File: src/sv/bca_pkg.sv
// Shared constants and helpers for the bitmap cell allocator.
// Field widths, action and status codes, and the lowest-free-bit search.
// No dependencies.
package bca_pkg;

    // Field widths
    localparam int ACTION_W   = 2;
    localparam int CELL_IDX_W = 8;
    localparam int COUNT_W    = 9;
    localparam int STATUS_W   = 2;
    localparam int BUS_W      = 16;

    // Bitmap word geometry: eight cells per stored word
    localparam int WORD_W     = 8;
    localparam int BIT_W      = 3;

    // Defaults
    localparam int                 CELLS_DEFAULT = 256;
    localparam logic [COUNT_W-1:0] COUNT_RESET   = 9'd256;

    // Action codes (any other code behaves as a query)
    localparam logic [ACTION_W-1:0] ACT_ALLOC = 2'd0;
    localparam logic [ACTION_W-1:0] ACT_FREE  = 2'd1;
    localparam logic [ACTION_W-1:0] ACT_QUERY = 2'd2;

    // Status codes
    localparam logic [STATUS_W-1:0] STS_OK       = 2'd0;
    localparam logic [STATUS_W-1:0] STS_FULL     = 2'd1;
    localparam logic [STATUS_W-1:0] STS_WAS_FREE = 2'd2;
    localparam logic [STATUS_W-1:0] STS_RANGE    = 2'd3;

    // Lowest clear bit of a word: {found, position}
    function automatic logic [BIT_W:0] low_zero(input logic [WORD_W-1:0] w);
        logic [BIT_W:0] r;
        r = '0;
        for (int i = WORD_W - 1; i >= 0; i--)
        begin
            if (!w[i])
            begin
                r = {1'b1, BIT_W'(i)};
            end
        end
        return r;
    endfunction

endpackage

File: src/sv/bca_map.sv
// Busy bitmap storage: word memory with registered read,
// per-word valid bits (unwritten words read as free) and a full-word summary.
// Depends on bca_pkg.
module bca_map
    import bca_pkg::*;
#(
    parameter int WORDS = 32,
    parameter int AW    = 5
)
(
    input  logic              clk,
    input  logic              rst_n,
    input  logic              rd_en,
    input  logic [AW-1:0]     rd_addr,
    output logic [WORD_W-1:0] rd_data,
    input  logic              wr_en,
    input  logic [AW-1:0]     wr_addr,
    input  logic [WORD_W-1:0] wr_data,
    output logic              free_found,
    output logic [AW-1:0]     free_word
);

    logic [WORD_W-1:0] mem [WORDS];
    logic [WORDS-1:0]  valid_reg;
    logic [WORDS-1:0]  full_reg;
    logic [WORD_W-1:0] rd_data_reg;
    logic              rd_valid_reg;
    logic              rd_in_range;

    assign rd_in_range = (rd_addr <= AW'(WORDS - 1));

    // Memory array, no reset
    always_ff @(posedge clk)
    begin
        if (wr_en)
        begin
            mem[wr_addr] <= wr_data;
        end
        if (rd_en && rd_in_range)
        begin
            rd_data_reg <= mem[rd_addr];
        end
    end

    // Valid bits and full summary, cleared at reset
    always_ff @(posedge clk or negedge rst_n)
    begin
        if (!rst_n)
        begin
            valid_reg    <= '0;
            full_reg     <= '0;
            rd_valid_reg <= 1'b0;
        end
        else
        begin
            if (wr_en)
            begin
                valid_reg[wr_addr] <= 1'b1;
                full_reg[wr_addr]  <= &wr_data;
            end
            if (rd_en)
            begin
                rd_valid_reg <= rd_in_range && valid_reg[rd_addr];
            end
        end
    end

    assign rd_data = rd_valid_reg ? rd_data_reg : '0;

    // Lowest word with at least one free cell
    always_comb
    begin
        free_found = 1'b0;
        free_word  = '0;
        for (int w = WORDS - 1; w >= 0; w--)
        begin
            if (!full_reg[w])
            begin
                free_found = 1'b1;
                free_word  = AW'(w);
            end
        end
    end

endmodule

File: src/sv/bitmap_cell_allocator_unit.sv
// Top level of the bitmap cell allocator: stream ports, request sequencer.
// Depends on bca_pkg and bca_map.
//
// First-fit cell allocator over a busy bitmap held eight cells to a memory word.
// Each request word passes through ST_IDLE, which locates and reads the bitmap word
// (the word named by the cell index, or for allocate the lowest word that the
// full-word summary shows as not full), then ST_RMW, which modifies it, writes it
// back and loads the result register. The single read-modify-write on the bitmap
// memory sets the rate: one request at a time, and ST_RMW waits while the result stalls.
// The bitmap reads as all free straight after reset; no clearing pass is needed.
// The cell count register may only be written while no request is in flight.
module bitmap_cell_allocator_unit
    import bca_pkg::*;
#(
    parameter int CELLS = CELLS_DEFAULT
)
(
    input  logic               clk,
    input  logic               rst_n,
    // Configuration: cell count
    input  logic               cfg_valid,
    output logic               cfg_ready,
    input  logic [COUNT_W-1:0] cfg_data,
    // Requests
    input  logic               s_axis_tvalid,
    output logic               s_axis_tready,
    input  logic [BUS_W-1:0]   s_axis_tdata,  // [1:0] action, [9:2] cell_index
    // Results
    output logic               m_axis_tvalid,
    input  logic               m_axis_tready,
    output logic [BUS_W-1:0]   m_axis_tdata   // [7:0] result_index, [9:8] status,
                                              // [10] cell_busy
);

    // Only cells addressable by the index field are ever reachable
    localparam int USED  = (CELLS < (1 << CELL_IDX_W)) ? CELLS : (1 << CELL_IDX_W);
    localparam int WORDS = (USED + WORD_W - 1) / WORD_W;
    localparam int AW    = (WORDS > 1) ? $clog2(WORDS) : 1;
    localparam int CAP   = (CELLS < (1 << COUNT_W)) ? CELLS : ((1 << COUNT_W) - 1);

    typedef enum logic [0:0] {ST_IDLE, ST_RMW} state_t;

    state_t                state_reg;
    logic [COUNT_W-1:0]    count_reg;
    logic [ACTION_W-1:0]   act_reg;
    logic [CELL_IDX_W-1:0] idx_reg;
    logic [AW-1:0]         word_reg;
    logic                  any_free_reg;
    logic                  oor_reg;
    logic                  out_valid_reg;
    logic                  out_valid_next;
    logic [CELL_IDX_W-1:0] out_index_reg;
    logic [STATUS_W-1:0]   out_status_reg;
    logic                  out_busy_reg;

    logic [COUNT_W-1:0]    active_n;
    logic                  in_fire;
    logic [ACTION_W-1:0]   in_action;
    logic [CELL_IDX_W-1:0] in_index;
    logic                  rd_en;
    logic [AW-1:0]         rd_addr;
    logic [WORD_W-1:0]     rd_data;
    logic                  free_found;
    logic [AW-1:0]         free_word;
    logic                  finish;
    logic                  wr_en;
    logic [WORD_W-1:0]     wr_data;
    logic [BIT_W:0]        lz;
    logic [BIT_W-1:0]      bit_sel;
    logic [COUNT_W-1:0]    alloc_idx;
    logic [CELL_IDX_W-1:0] res_index;
    logic [STATUS_W-1:0]   res_status;
    logic                  res_busy;

    assign cfg_ready     = 1'b1;
    assign s_axis_tready = (state_reg == ST_IDLE);
    assign in_fire       = s_axis_tvalid && s_axis_tready;
    assign in_action     = s_axis_tdata[ACTION_W-1:0];
    assign in_index      = s_axis_tdata[ACTION_W +: CELL_IDX_W];

    // Active cell count, saturated to the bitmap size
    assign active_n = (count_reg > COUNT_W'(CAP)) ? COUNT_W'(CAP) : count_reg;

    // Read address: summary hit for allocate, otherwise the indexed word
    assign rd_en   = in_fire;
    assign rd_addr = (in_action == ACT_ALLOC) ? free_word
                                              : AW'(in_index[CELL_IDX_W-1:BIT_W]);

    bca_map #(
        .WORDS (WORDS),
        .AW    (AW)
    ) u_map (
        .clk        (clk),
        .rst_n      (rst_n),
        .rd_en      (rd_en),
        .rd_addr    (rd_addr),
        .rd_data    (rd_data),
        .wr_en      (wr_en),
        .wr_addr    (word_reg),
        .wr_data    (wr_data),
        .free_found (free_found),
        .free_word  (free_word)
    );

    // Modify stage: decide the result and the write-back word
    assign finish    = (state_reg == ST_RMW) && (!out_valid_reg || m_axis_tready);
    assign lz        = low_zero(rd_data);
    assign alloc_idx = COUNT_W'({word_reg, lz[BIT_W-1:0]});
    assign bit_sel   = idx_reg[BIT_W-1:0];

    always_comb
    begin
        logic do_write;
        do_write   = 1'b0;
        wr_data    = rd_data;
        res_index  = idx_reg;
        res_status = STS_OK;
        res_busy   = 1'b0;
        priority if (act_reg == ACT_ALLOC)
        begin
            if (any_free_reg && lz[BIT_W] && (alloc_idx < active_n))
            begin
                do_write         = 1'b1;
                wr_data[lz[BIT_W-1:0]] = 1'b1;
                res_index        = alloc_idx[CELL_IDX_W-1:0];
            end
            else
            begin
                res_index  = '0;
                res_status = STS_FULL;
            end
        end
        else if (oor_reg)
        begin
            res_status = STS_RANGE;
        end
        else if (act_reg == ACT_FREE)
        begin
            if (rd_data[bit_sel])
            begin
                do_write         = 1'b1;
                wr_data[bit_sel] = 1'b0;
                res_busy         = 1'b1;
            end
            else
            begin
                res_status = STS_WAS_FREE;
            end
        end
        else
        begin
            res_busy = rd_data[bit_sel];
        end
        wr_en = finish && do_write;
    end

    // Result valid: a new result wins over the word leaving in the same cycle
    always_comb
    begin
        out_valid_next = out_valid_reg;
        if (m_axis_tvalid && m_axis_tready)
        begin
            out_valid_next = 1'b0;
        end
        if (finish)
        begin
            out_valid_next = 1'b1;
        end
    end

    // Sequencer, configuration and result register
    always_ff @(posedge clk or negedge rst_n)
    begin
        if (!rst_n)
        begin
            state_reg     <= ST_IDLE;
            count_reg     <= COUNT_RESET;
            out_valid_reg <= 1'b0;
        end
        else
        begin
            if (cfg_valid && cfg_ready)
            begin
                count_reg <= cfg_data;
            end
            out_valid_reg <= out_valid_next;
            unique case (state_reg)
                ST_IDLE:
                begin
                    if (in_fire)
                    begin
                        state_reg <= ST_RMW;
                    end
                end
                ST_RMW:
                begin
                    if (finish)
                    begin
                        state_reg <= ST_IDLE;
                    end
                end
                default:
                begin
                    state_reg <= ST_IDLE;
                end
            endcase
        end
    end

    // Request and result payload
    always_ff @(posedge clk)
    begin
        if (in_fire)
        begin
            act_reg      <= in_action;
            idx_reg      <= in_index;
            word_reg     <= rd_addr;
            any_free_reg <= free_found;
            oor_reg      <= ({1'b0, in_index} >= active_n);
        end
        if (finish)
        begin
            out_index_reg  <= res_index;
            out_status_reg <= res_status;
            out_busy_reg   <= res_busy;
        end
    end

    assign m_axis_tvalid = out_valid_reg;
    assign m_axis_tdata  = {BUS_W'(0) | BUS_W'({out_busy_reg, out_status_reg, out_index_reg})};

endmodule

File: config.mk
export PLATFORM = sky130hd
export DESIGN_NAME = bitmap_cell_allocator_unit
export DESIGN_NICKNAME = d
export VERILOG_FILES = /design/src/sv/bca_pkg.sv /design/src/sv/bca_map.sv /design/src/sv/bitmap_cell_allocator_unit.sv
export SDC_FILE = /design/constraint.sdc
export NUM_CORES = 1
export LEC_CHECK = 0
export ABC_AREA = 1
export BUFFER_PORTS_ARGS = -buffer_cell sky130_fd_sc_hd__clkbuf_2
export CAP_MARGIN = 20
export CORE_MARGIN = 3
export CORE_UTILIZATION = 25
export CTS_BUF_LIST = sky130_fd_sc_hd__clkbuf_16
export CTS_CLUSTER_SIZE = 14
export DETAILED_ROUTE_END_ITERATION = 16
export SYNTH_ARGS = -nofsm -noshare
export SYNTH_HDL_FRONTEND = slang
export SYNTH_SLANG_ARGS = --single-unit
File: constraint.sdc
create_clock -name clk -period 5.5 [get_ports clk]
set_input_delay 1.375 -clock clk [delete_from_list [all_inputs] [get_ports clk]]
set_output_delay 1.375 -clock clk [all_outputs]
set_load 0.005 [all_outputs]
Word level (Yosys, flattened, before mapping). Memory sizes are Yosys's and may differ from the RTL's. A register that Yosys moved wholly into a read port is not among the register bits. Cells that the tools add are included.

$add $sub $neg: 0. $mul: 0. Divide/modulo/power cells: 0. Magnitude comparators: 11. Eq/ne operators: 1. Shifts and indexed selects: 0. Muxes and demuxes: 80. Bitwise operators: 5. Reductions and logical operators: 19.

Operators by type and width (number): 5-bit 2-to-1 mux (33); 8-bit 2-to-1 mux (8); 32-bit bitwise mux (1); 4-bit 2-to-1 mux (8); 32-bit bitwise OR (1); 31-bit AND reduction (1); 1-bit 2-to-1 mux (19); 5-bit by 6-bit less-than comparator with 1-bit output, second input constant (2); 1-bit logical AND (11); 8-bit by 9-bit greater-or-equal comparator with 1-bit output (1); 9-bit greater-than comparator, second input constant (1); 8-bit by 9-bit less-than comparator with 1-bit output (1); 9-bit 2-to-1 mux (1); 8-bit bitwise AND (1); 3-bit by 4-bit less-than comparator with 1-bit output, second input constant (2); 2-bit 2-to-1 mux (4); 8-bit inverter (1); 8-bit bitwise OR (1); 8-bit AND reduction (1); 1-bit demux with 3-bit select (2); 3-bit by 1-bit greater-or-equal comparator with 1-bit output, second input constant (2); 1-bit binary-select mux with 5-bit select (1); 1-bit demux with 5-bit select (1); 5-bit by 1-bit greater-or-equal comparator with 1-bit output, second input constant (1); 10 further kinds (11).

Register bits: 104. Latch bits: 0. RAM bits: 256. Memory bits (read-only): 0. Input bits: 30. Output and inout port bits: 19. Logic and storage cells: 131. Memories: 1.

Memories: u_map.mem (depth 32, bits a word 8, rd ports 1, clocked after Yosys merged registers in 1, wr ports 1, line bca_map.sv:23) `logic [WORD_W-1:0] mem [WORDS];`.

Longest topological paths before layout.
Depth after elaboration: 36. Depth in mapped cells: 43. Mapped depth without buffers: 42.

Hierarchy. A second synthesis with hierarchy kept.

Cells, all modules: 1346. Area total of the unflattened synthesis: 15521.1 um2.

Modules (own cells, without submodules): bca_map (times used 1, cells each 1088, area an instance 13165.1 um2, sequential area each 9554.2 um2); bitmap_cell_allocator_unit (times used 1, cells each 258, area an instance 2356.0 um2, sequential area each 1117.3 um2).

Worst setup path after synthesis. Ideal clock, no wire load.

Path kind: flip-flop to flip-flop. Start: reg u_map.rd_valid_reg. End: reg u_map.full_reg[11]. Setup time: 66 ps. Arrival: 4572 ps. Required time: 5434 ps. Slack: 862 ps. Cell stages (with the launch flop): 23. Path buffers: 3. Clock period less this slack: 4638 ps. Cells stage by stage: dfrtp_1 -> clkbuf_1 -> nand2_1 -> inv_1 -> nand2_1 -> nor2_1 -> inv_1 -> nor2_1 -> ha_1 -> a21oi_1 -> o21ai_0 -> a21oi_1 -> o311ai_0 -> nor2_1 -> inv_1 -> clkbuf_1 -> o21ai_0 -> nand2_1 -> nor2_1 -> nand4_1 -> clkbuf_1 -> nand2_1 -> o21a_1.

Longest elaborated chain between the ends: 18. Elaborated cells between the ends (all ways): 34. Classes of those cells: 3 x order compare; 24 x mux; 2 x bitwise; 5 x reduce/logical.

Ends and longest elaborated chain: from (decl) (line bca_map.sv:27) `logic rd_valid_reg;`; from (signal assigned) (line bca_map.sv:63) `rd_valid_reg <= rd_in_range && valid_reg[rd_addr];`; 8-bit 2-to-1 mux * (line bca_map.sv:68) `assign rd_data = rd_valid_reg ? rd_data_reg : '0;`; 4-bit 2-to-1 mux (8 in a row) (line bca_pkg.sv:38) `if (!w[i])`; 3-bit by 4-bit less-than comparator with 1-bit output (not written as such) / 3-bit by 1-bit greater-or-equal comparator with 1-bit output (equally long branches) (line bitmap_cell_allocator_unit.sv:124) `wr_data[lz[BIT_W-1:0]] = 1'b1;`; 1-bit logical AND (not written as such) (line bitmap_cell_allocator_unit.sv:124); 1-bit 2-to-1 mux (not written as such) (line bitmap_cell_allocator_unit.sv:124); 1-bit demux with 3-bit select (line bitmap_cell_allocator_unit.sv:124); 8-bit bitwise OR (no line); 8-bit 2-to-1 mux (line bitmap_cell_allocator_unit.sv:121) `if (any_free_reg && lz[BIT_W] && (alloc_idx < active_n))`; 8-bit 2-to-1 mux * (line bitmap_cell_allocator_unit.sv:119) `priority if (act_reg == ACT_ALLOC)`; net u_map.wr_data[1] (line bca_map.sv:18) `input logic [WORD_W-1:0] wr_data,`; 8-bit AND reduction * (line bca_map.sv:59) `full_reg[wr_addr] <= &wr_data;`; 32-bit bitwise mux * (line bca_map.sv:59); to (signal, indexed assignment) (line bca_map.sv:59); to (decl) (line bca_map.sv:25) `logic [WORDS-1:0] full_reg;`.

Mark *: on every way through the listed nets, which the timed path passes. The rest lies on a longest branch. The select of a mux whose other input is x is not followed. A chain may end at the register's enable or synchronous reset.

Worst setup path after layout.
Start: reg u_map.rd_valid_reg. End: reg u_map.full_reg[23].

Longest elaborated chain between the ends: 18. Elaborated cells between the ends (all ways): 34. Classes of those cells: 3 x order compare; 24 x mux; 2 x bitwise; 5 x reduce/logical.

Ends and longest elaborated chain (line): 8-bit 2-to-1 mux * (bca_map.sv:68); 4-bit 2-to-1 mux (8 in a row) (bca_pkg.sv:38); 3-bit by 4-bit less-than comparator with 1-bit output (not written as such) / 3-bit by 1-bit greater-or-equal comparator with 1-bit output (equally long branches) (bitmap_cell_allocator_unit.sv:124); 1-bit logical AND (not written as such) (bitmap_cell_allocator_unit.sv:124); 1-bit 2-to-1 mux (not written as such) (bitmap_cell_allocator_unit.sv:124); 1-bit demux with 3-bit select (bitmap_cell_allocator_unit.sv:124); 8-bit bitwise OR (no line); 8-bit 2-to-1 mux (bitmap_cell_allocator_unit.sv:121); 8-bit 2-to-1 mux (bitmap_cell_allocator_unit.sv:119); 8-bit AND reduction (bca_map.sv:59); 32-bit bitwise mux (bca_map.sv:59).

Mark *: on every way between the ends. The rest lies on a longest branch, timed or not. The select of a mux whose other input is x is not followed.

==> metrics <==
worst min path class=flip-flop to flip-flop; first-pass GRT wire length=61.07 mm; Max FO, Critical Path=13; CTS Buf Count=39; Std-Cell Rows=92; vias in the first global route=about 11000; routed via count=10810; mux share of post-synthesis cell area=0.001953; DR WL/cell=16.48 um; GRT Residual Overflow=0; Critical Path Start Type=flip-flop; Root Buffer Master=clkbuf_16; minimum clock period=between 4000 and 5000 ps; Fin Clk Skew=22.30 ps; DP HPWL=between 20 and 25 mm; gr usage total=0.1165; post-synthesis xor/xnor area fraction=0; Synth Area in Simple Gates=0.1312; register area share after synthesis=0.6661; endpoint type of the worst setup path=flip-flop; CTS sink cnt=between 300 and 400; synth unique cells=41; synthesized area per cell=11.08 um^2; ratio of cells with drive above 1 in the final layout=0.1440; initial antenna violation count=2; drt drc=0; clock-pin slew on the worst setup and hold paths=approximately 60 ps; Ports=roughly 50; CTS max path bufs=3; Yosys reg bits=368; final period utilization=0.8385; max-slew violations=0; post-CTS sizing=0; pwr/cell area=353.3 nW/um^2; Placed Area=between 15000 and 20000 um^2; Clk Latency, worst-skew pair=between 500 and 600 ps; Synth-to-Final Area Change=16.45%; Pre-antenna DRT Iters=5; outcome=finished, final reports clean; VDD IR max=about 0.00023 V; CTS Hold Bufs=0; DRT Wirelength=39.36 mm; Largest register FFs=256; H-tree levels=2; cell mode on critical path=nor2_1; post-CTS setup buffers=0; Worst path max stage delay=780 ps; n_diodes=0; Port Buffers=36; RSZ-0062 raised after global routing=no; Starting Density=0.2535; CP Data Required Time=between 5000 and 6000 ps; Max-cap violations=0; TNS Setup=0 ps; largest family of logic cells by synthesized area=simple AND/OR/NAND/NOR gates; Tot Pwr=roughly 6.6 mW; Final GP Congestion=between 0.8 and 0.9; leakage=7.132 nW; Worst Tran Pin Value=approximately 1000 ps; Hold Vio Cnt, Final=0; max_slew headroom=0.3095; crit-path cells=nand2_1 -> inv_1 -> nand2_1 -> nor2_1 -> inv_1 -> nor2_1 -> ha_1 -> a21oi_1 -> o21ai_0 -> a21oi_1 -> o311ai_0 -> nor2_1 -> inv_1 -> a21oi_1 -> nand3_1 -> nor2_1 -> nand2_1 -> o21a_1; delay-heaviest family, CP=simple AND/OR/NAND/NOR gates; number of flops mapped to enable cells by yosys=292; initial drt markers=1062; WP buf/inv=3; die width=259.1 um; core area=between 60000 and 70000 um^2; Die Y=259.1 um; CTS tree=yes; Worst EP arrival=5040 ps; CP max stage cell=nor2_1; ys async rst share=0.2065; synth warn=0; Compound-Gate Fraction of Synth Area=0.1293; largest net degree at the start of global routing=between 100 and 150; Post-Synthesis Cells=1446; Synth Area in Adders=0.01172; Final Cell Area=18660 um^2; die area=approximately 67000 um^2; antenna-violating nets left=0; Setup CP Type=flip-flop to flip-flop; Final setup viols=0; FMAX=0.2168 GHz; Nets=1557; ys flop type=edfxtp_1; synthesized cell area=16020 um^2; Via density=4.527
[path summary, 6_finish.rpt]
check	from	to	slack, ps	cells past startpoint
hold / removal	u_map.valid_reg[19]$_DFFE_PN0P_	u_map.valid_reg[19]$_DFFE_PN0P_	470	1
setup / recovery	u_map.rd_valid_reg$_DFFE_PN0P_	u_map.full_reg[23]$_DFFE_PN0P_	890	18
max in group asynchronous	rst_n	u_map.full_reg[16]$_DFFE_PN0P_	4250	2
hold reg to reg	u_map.valid_reg[19]$_DFFE_PN0P_	u_map.valid_reg[19]$_DFFE_PN0P_	470	1
setup reg to reg	u_map.rd_valid_reg$_DFFE_PN0P_	u_map.full_reg[23]$_DFFE_PN0P_	890	18
min in group asynchronous	rst_n	u_map.valid_reg[6]$_DFFE_PN0P_	650	1
[worst register-to-register path, cell delays in order, from the launching register on]
cell and delay, ps:
dfrtp_1 570, nand2_1 130, inv_1 90, nand2_1 80, nor2_1 200, inv_1 130
nor2_1 170, ha_1 260, a21oi_1 130, o21ai_0 80, a21oi_1 120, o311ai_0 120
nor2_1 330, inv_1 280, a21oi_1 480, nand3_1 280, nor2_1 780, nand2_1 130
o21a_1 140
[synth_stat cells (all sizes together) (2+ instances only)]
| cell | n | area share |
|---|---|---|
| nand2 | 200 | 0.048 |
| o211ai | 41 | 0.019 |
| inv | 153 | 0.036 |
| a31oi | 9 | 0.0035 |
| dfrtp | 75 | 0.12 |
| o21ai | 179 | 0.056 |
| nand4 | 5 | 0.0020 |
| o22ai | 6 | 0.0023 |
| mux2i | 2 | 0.0012 |
| nor2 | 121 | 0.028 |
| o21a | 26 | 0.012 |
| nand3 | 115 | 0.036 |
| nor3 | 13 | 0.0041 |
| buf | 36 | 0.015 |
| or2 | 32 | 0.012 |
| ha | 15 | 0.012 |
| a22oi | 3 | 0.0020 |
| clkinv | 2 | 0.00047 |
| clkbuf | 34 | 0.0082 |
| edfxtp | 292 | 0.55 |
| a21oi | 76 | 0.031 |
| conb | 2 | 0.00047 |
[stage by stage]
step / instances / setup slack [ps] / util / hold slack (ps)
floorplan: 1450 / 862.1 / - / 440.0
global placement: 2314 / 965.5 / 0.2746 / 451.7
detailed placement: 2315 / 870.4 / 0.2750 / 454.4
CTS: 2386 / 886.3 / 0.2946 / 471.8
global route: 2388 / 479.0 / 0.2952 / 479.8
finish: 2388 / 888.2 / 0.2952 / 467.7
[layout by cell type (no fill, tap or decap), types with 3 or more instances in the layout]
cell	n
clkbuf_16	39
o21ai_0	121
a31oi_1	9
edfxtp_1	292
dfrtp_1	75
nand4_1	5
a22oi_2	3
nand3_1	115
o21ai_1	57
o211ai_1	41
clkbuf_2	35
inv_1	162
o22ai_1	4
clkinv_1	9
clkinv_2	5
or2_2	32
nor2_1	121
conb_1	6
o21a_1	26
a21oi_1	43
buf_4	52
ha_1	15
a21oi_2	33
nor3_1	13
nand2_1	197
bufinv_16	4
[kinds of logic (layout without fill, tap and decap cells)]
kind of cell	Yosys count	after routing
multiplexers	3	3
buffers and inverters	225	317
adder cells (fa/ha/maj)	15	15
AND/OR/NAND/NOR	488	488
AO/OA/AOI/OAI	345	345
other	2	6
flip-flops	368	368
[where the power goes]
group	leakage (nW)	internal, mW	switching (mW)
combinational	2.79	0.237	0.541
sequential	3.69	3.20	0.0688
clock	0.653	1.48	1.06
total	7.13	4.92	1.67
[routing by layer]
| metal | track usage | vias up | part of all wire |
|---|---|---|---|
| met5 | 0 | - | 0 |
| met4 | 0.04282 | 0 | 0.032 |
| li1 | - | 5161 | - |
| met3 | 0.02195 | 75 | 0.057 |
| met1 | 0.1510 | 5291 | 0.43 |
| met2 | 0.1939 | 283 | 0.48 |
[final cells by class]
class / count / area (um^2)
Tap cell: 846 / 1059
Clock buffer: 39 / 975.9
Sequential cell: 368 / 10670
Inverter: 155 / 586.8
Clock inverter: 32 / 265.3
Fill cell: 6402 / 44540
Timing Repair Buffer: 91 / 648.1
Multi-Input combinational cell: 857 / 4449
(Power assumes the default switching activity.)
